**config.mk**
```make
export PLATFORM = sky130hd
export DESIGN_NAME = tlc_front
export DESIGN_NICKNAME = d
export VERILOG_FILES = /design/src/hdl/tlc_pkg.sv /design/src/hdl/tlc_front.sv
export SDC_FILE = /design/constraint.sdc
export NUM_CORES = 1
export LEC_CHECK = 0
export ABC_CLOCK_PERIOD_IN_PS = 1700
export BUFFER_PORTS_ARGS = -buffer_cell sky130_fd_sc_hd__buf_2
export CAP_MARGIN = 20
export CORE_MARGIN = 2
export CORE_UTILIZATION = 49
export CTS_CLUSTER_SIZE = 20
export DETAILED_ROUTE_END_ITERATION = 8
export PLACE_DENSITY = 0.82
export REMOVE_ABC_BUFFERS = 1
export SYNTH_ARGS = -nofsm -noshare
export SYNTH_HDL_FRONTEND = slang
export SYNTH_SLANG_ARGS = --single-unit
```
**constraint.sdc**
```tcl
create_clock -name i_clk -period 1.7 [get_ports i_clk]
set_clock_uncertainty 0.15 [all_clocks]
set_input_delay 0.17 -clock i_clk [delete_from_list [all_inputs] [get_ports i_clk]]
set_output_delay 0.17 -clock i_clk [all_outputs]
set_load 0.1 [all_outputs]
```
**src/hdl/tlc_pkg.sv**
```systemverilog
// ---------------------------------------------------------------------------
// Two-level cache model package
// Shared types and register indexes for the cache model core.
// ---------------------------------------------------------------------------
package tlc_pkg;

    typedef enum logic [1:0] {
        CFG_BLOCK_OFFSET = 2'd0,
        CFG_L1_SET_BITS  = 2'd1,
        CFG_L2_SET_BITS  = 2'd2,
        CFG_WRITE_ALLOC  = 2'd3
    } t_cfg_idx;

    // One classified access travelling from the front to the back.
    typedef struct packed {
        logic [31:0] blk;
        logic        is_write;
    } t_req;

    typedef enum logic [1:0] {
        ST_IDLE  = 2'd0,
        ST_READ  = 2'd1,
        ST_EXEC  = 2'd2,
        ST_CLEAR = 2'd3
    } t_state;

endpackage

```
**src/hdl/tlc_front.sv**
```systemverilog
// ---------------------------------------------------------------------------
// Cache model front end
// Accepts accesses, drops the block offset and queues them for the back end.
// ---------------------------------------------------------------------------
module tlc_front (
    input  logic               i_clk,
    input  logic               i_rst_n,
    input  logic               i_valid,
    output logic               o_ready,
    input  logic [31:0]        i_address,
    input  logic               i_is_write,
    input  logic [3:0]         i_offset_bits,
    output logic               o_req_valid,
    input  logic               i_req_pop,
    output tlc_pkg::t_req      o_req
);
    // Two-entry queue.
    tlc_pkg::t_req r_q [2];
    logic          r_wp, r_rp;
    logic [1:0]    r_cnt;
    logic          w_push, w_pop;

    assign o_ready     = (r_cnt != 2'd2);
    assign w_push      = i_valid && o_ready;
    assign w_pop       = i_req_pop && (r_cnt != 2'd0);
    assign o_req_valid = (r_cnt != 2'd0);
    assign o_req       = r_q[r_rp];

    always_ff @(posedge i_clk) begin
        if (!i_rst_n) begin
            r_wp  <= 1'b0;
            r_rp  <= 1'b0;
            r_cnt <= 2'd0;
        end else begin
            if (w_push) r_wp <= ~r_wp;
            if (w_pop)  r_rp <= ~r_rp;
            r_cnt <= r_cnt + {1'b0, w_push} - {1'b0, w_pop};
        end
        if (w_push) begin
            r_q[r_wp].blk      <= i_address >> i_offset_bits;
            r_q[r_wp].is_write <= i_is_write;
        end
    end
endmodule

```
==> results.md <==
- Max_cap viols: 0
- RSZ-0062 raised after global routing: true
- WP data required: 1.38 ns
- Kind of critical path: reg -> out
- Top FF cell, synth: edfxtp_1
- Vias per cell: 6.00
- Int Pwr: 5.28 mW
- Cell row count: 33
- Synthesis warning total: 0
- Clock sinks: 71
- Initial DRC count: 262
- CTS Root Cell: clkbuf_8
- Failing checks: setup timing
- Post-synth EDFFs: 66
- Mapped Cells: 257
- Max FO, Critical Path: 16
- Grt total ovfl: 0
- Fraction of layout cells with a size suffix above 1: 54.1%
- Total die area: 8960 um^2
- DP Wirelength: 6500 um
- Unique cell type count in the Yosys netlist: 38
- VDD IR max: 0.000709 V
- Placer Congestion: 0.928
- # setup viols final: 34
- Placed insts: 452
- Die width: 94.7 um
- Initial antenna violation count: 0
- WL per Instance: 20.6 um
- Setup WS post-layout: -0.0966 ns
- Synth Register Bits: 71
- Flop pwr share: 25.6%
- Core area: 8090 um^2
- Final Max Tran Viols: 0
- Status: finished, violations left
- Critical Path Slowest Stage Cell: dfxtp_4
- Combinational power share: 60.1%
- Syn_area_per_cell: 15.7 um^2
- CP Buf/Inv Count: 2
- Max_slew headroom: 67.9%
- Period minus WS final: 1.80 ns
- Netlist area before placement: 4030 um^2
- TritonCTS clock tree: yes
- Clk pwr share: 14.3%
- CTS max path bufs: 2
- Worst-path cell chain: buf_16 > mux2_4 > buf_12
- Post-route ant nets: 0
- Vias in the first global route: 2752
- Asr flop ratio synth: 0%
- Drt first pass iters: 5
- ANT cells: 0
- WP data arrival: 1.48 ns
- Area post-placement: 5230 um^2
- Fin. Hold Viols: 0
- Num CTS Buffers: 9
- Largest net degree at the start of global routing: 34
- Power Dens Cells: 1680 nW/um^2
- Initial Util: 49.8%
- Critical Path Sink Type: output pin
- Die Y-Extent: 94.7 um
- Clk_lat worst skew: 0.34 ns
- Final Power: 9.57 mW
- First-pass GRT wire length: 14600 um
- Crit start category: register
- Total GRT Usage: 22.0%
- Max incr delay on CP: 0.42 ns
- IO Port Bufs: 75
- Drt drc: 0
- Worst hold-check path type: in -> reg
- Post-route cell area: 5710 um^2
- Post-synthesis sequential area ratio: 51.7%
- Family with the most delay on the worst path: flip-flops
- I/O pin count: 76
- FMAX: 557 MHz
- Leakage: 2.29 nW
- H-Tree Depth: 3
- Fin nets: 408
- Routed wire length: 9790 um
- # fillers: 518
- P&R area growth vs syn: 41.8%
- Post-route insts no fill: 475
- Vias: 2851
- Sw Ratio: 44.9%
- Final period util: 106%
- Worst slew pin tran: 0.485 ns
- NetSw: 4.29 mW
- Clock transition time at the flip-flop clock pins of the worst setup and hold paths: 0.08 ns
[power groups by stage]
stage / logic [mW] / clock network [mW] / registers [mW]
after floorplan: 3.33 / 0 / 2.47
after global placement: 5.27 / 0 / 2.40
after detailed placement: 5.33 / 0 / 2.42
after CTS: 5.56 / 1.38 / 2.42
after global routing: 5.94 / 1.43 / 2.47
final: 5.75 / 1.37 / 2.45
[final timing paths]
| check | start | to | slack, ns | cells after the start |
|---|---|---|---|---|
| worst min register to register | r_rp$_SDFFE_PN0P_ | register | 0.39 | 2 |
| worst min-delay path | i_address[31] | r_q[1][32]$_DFFE_PP_ | 0.16 | 3 |
| worst max-delay path | register | o_req[24] | -0.1 | 3 |
| worst max register to register | r_cnt[0]$_SDFF_PN0_ | r_cnt[1]$_SDFF_PN0_ | -0.03 | 8 |
[through the flow]
step           setup WS [ns]  setup TNS (ns)  hold slack [ns]  utilization, %
4_1_cts               -0.129           -3.13            0.131            69.1
6_report             -0.0966           -2.26            0.164            70.5
5_1_grt               -0.138           -3.61            0.179            70.5
3_5_place_dp          -0.388          -15.71            0.215            64.6
2_1_floorplan          -1.02          -73.67            0.119               -
3_3_place_gp          -0.350          -13.99            0.209            64.6
[per-layer routing]
layer	vias up	GRT usage, %	share of wire [%]
li1	1263	-	-
met1	1416	29.0	40
met2	155	36.2	52
met3	17	4.15	6.1
met4	0	8.33	1.7
met5	-	0	0
[area by class of cell]
type,instances,area [um^2],area share [%]
Clock buffer,15,198,3.46
Clock inverter,1,7.51,0.131
Inverter,6,22.5,0.394
Multi-Input combinational cell,160,1960,34.4
Sequential cell,71,2090,36.7
Tap cell,105,131,2.30
Timing Repair Buffer,117,1290,22.6
[kinds of logic after synthesis]
kind of cell | Yosys count | share of synthesized area [%]
XOR/XNOR | 2 | 0.435
AND/OR/NAND/NOR | 30 | 4.04
adder cells (fa/ha/maj) | 2 | 0.621
AO/OA/AOI/OAI | 33 | 5.28
buffers and inverters | 26 | 3.42
flip-flops | 71 | 51.7
multiplexers | 93 | 34.5
[cell usage after synthesis, drive strengths merged, types with 2 or more instances]
master  count  share of area, %
a21oi       5              0.62
a22oi      10               1.9
and2        2              0.31
buf        13               2.2
clkbuf      7              0.65
dfxtp       5               2.5
edfxtp     66                49
ha          2              0.62
inv         6              0.56
mux2       36                10
mux2i      26               6.5
mux4       31                18
nand2       3              0.28
nand2b      3              0.47
nor2        8              0.75
nor2b       3              0.47
nor3        3              0.37
o21ai      11               1.4
o22ai       2              0.31
or2         2              0.31
[what timing repair did]
item	CTS	global route
resized for setup	27	24
pin swaps	5	1
buffers inserted	1	0
endpoints found under the setup margin	46	42
cloned	1	1
hold endpoints to repair	7	0
hold buffers	4	0
[worst reg2reg max path: cells and delay by family, from the launching register on]
family / cells / cell delay, ns
fa+ha+maj: 2 / 0.47
simple gates: 4 / 0.41
flops: 1 / 0.37
xor+xnor: 1 / 0.14
buf+inv: 1 / 0.07
[layout by cell type (no fill, tap or decap), drive strengths merged, types with 2 or more instances in the layout]
cell type,instances
dfxtp,5
buf,112
o21ai,11
and2,2
edfxtp,66
ha,2
or2,2
nand2,3
nor2,8
mux4,31
nand2b,3
a22oi,10
clkbuf,16
mux2i,26
mux2,36
dlygate4sd3,4
inv,6
nor2b,3
a21oi,5
o22ai,2
nor3,3
[flip-flops by register name, indices dropped and copies added, names as in the netlist, named ones only]
signal,flops
r_q,66
r_cnt,2
r_rp,1
r_wp,1
No activity file was read; power rests on OpenSTA's default activity.
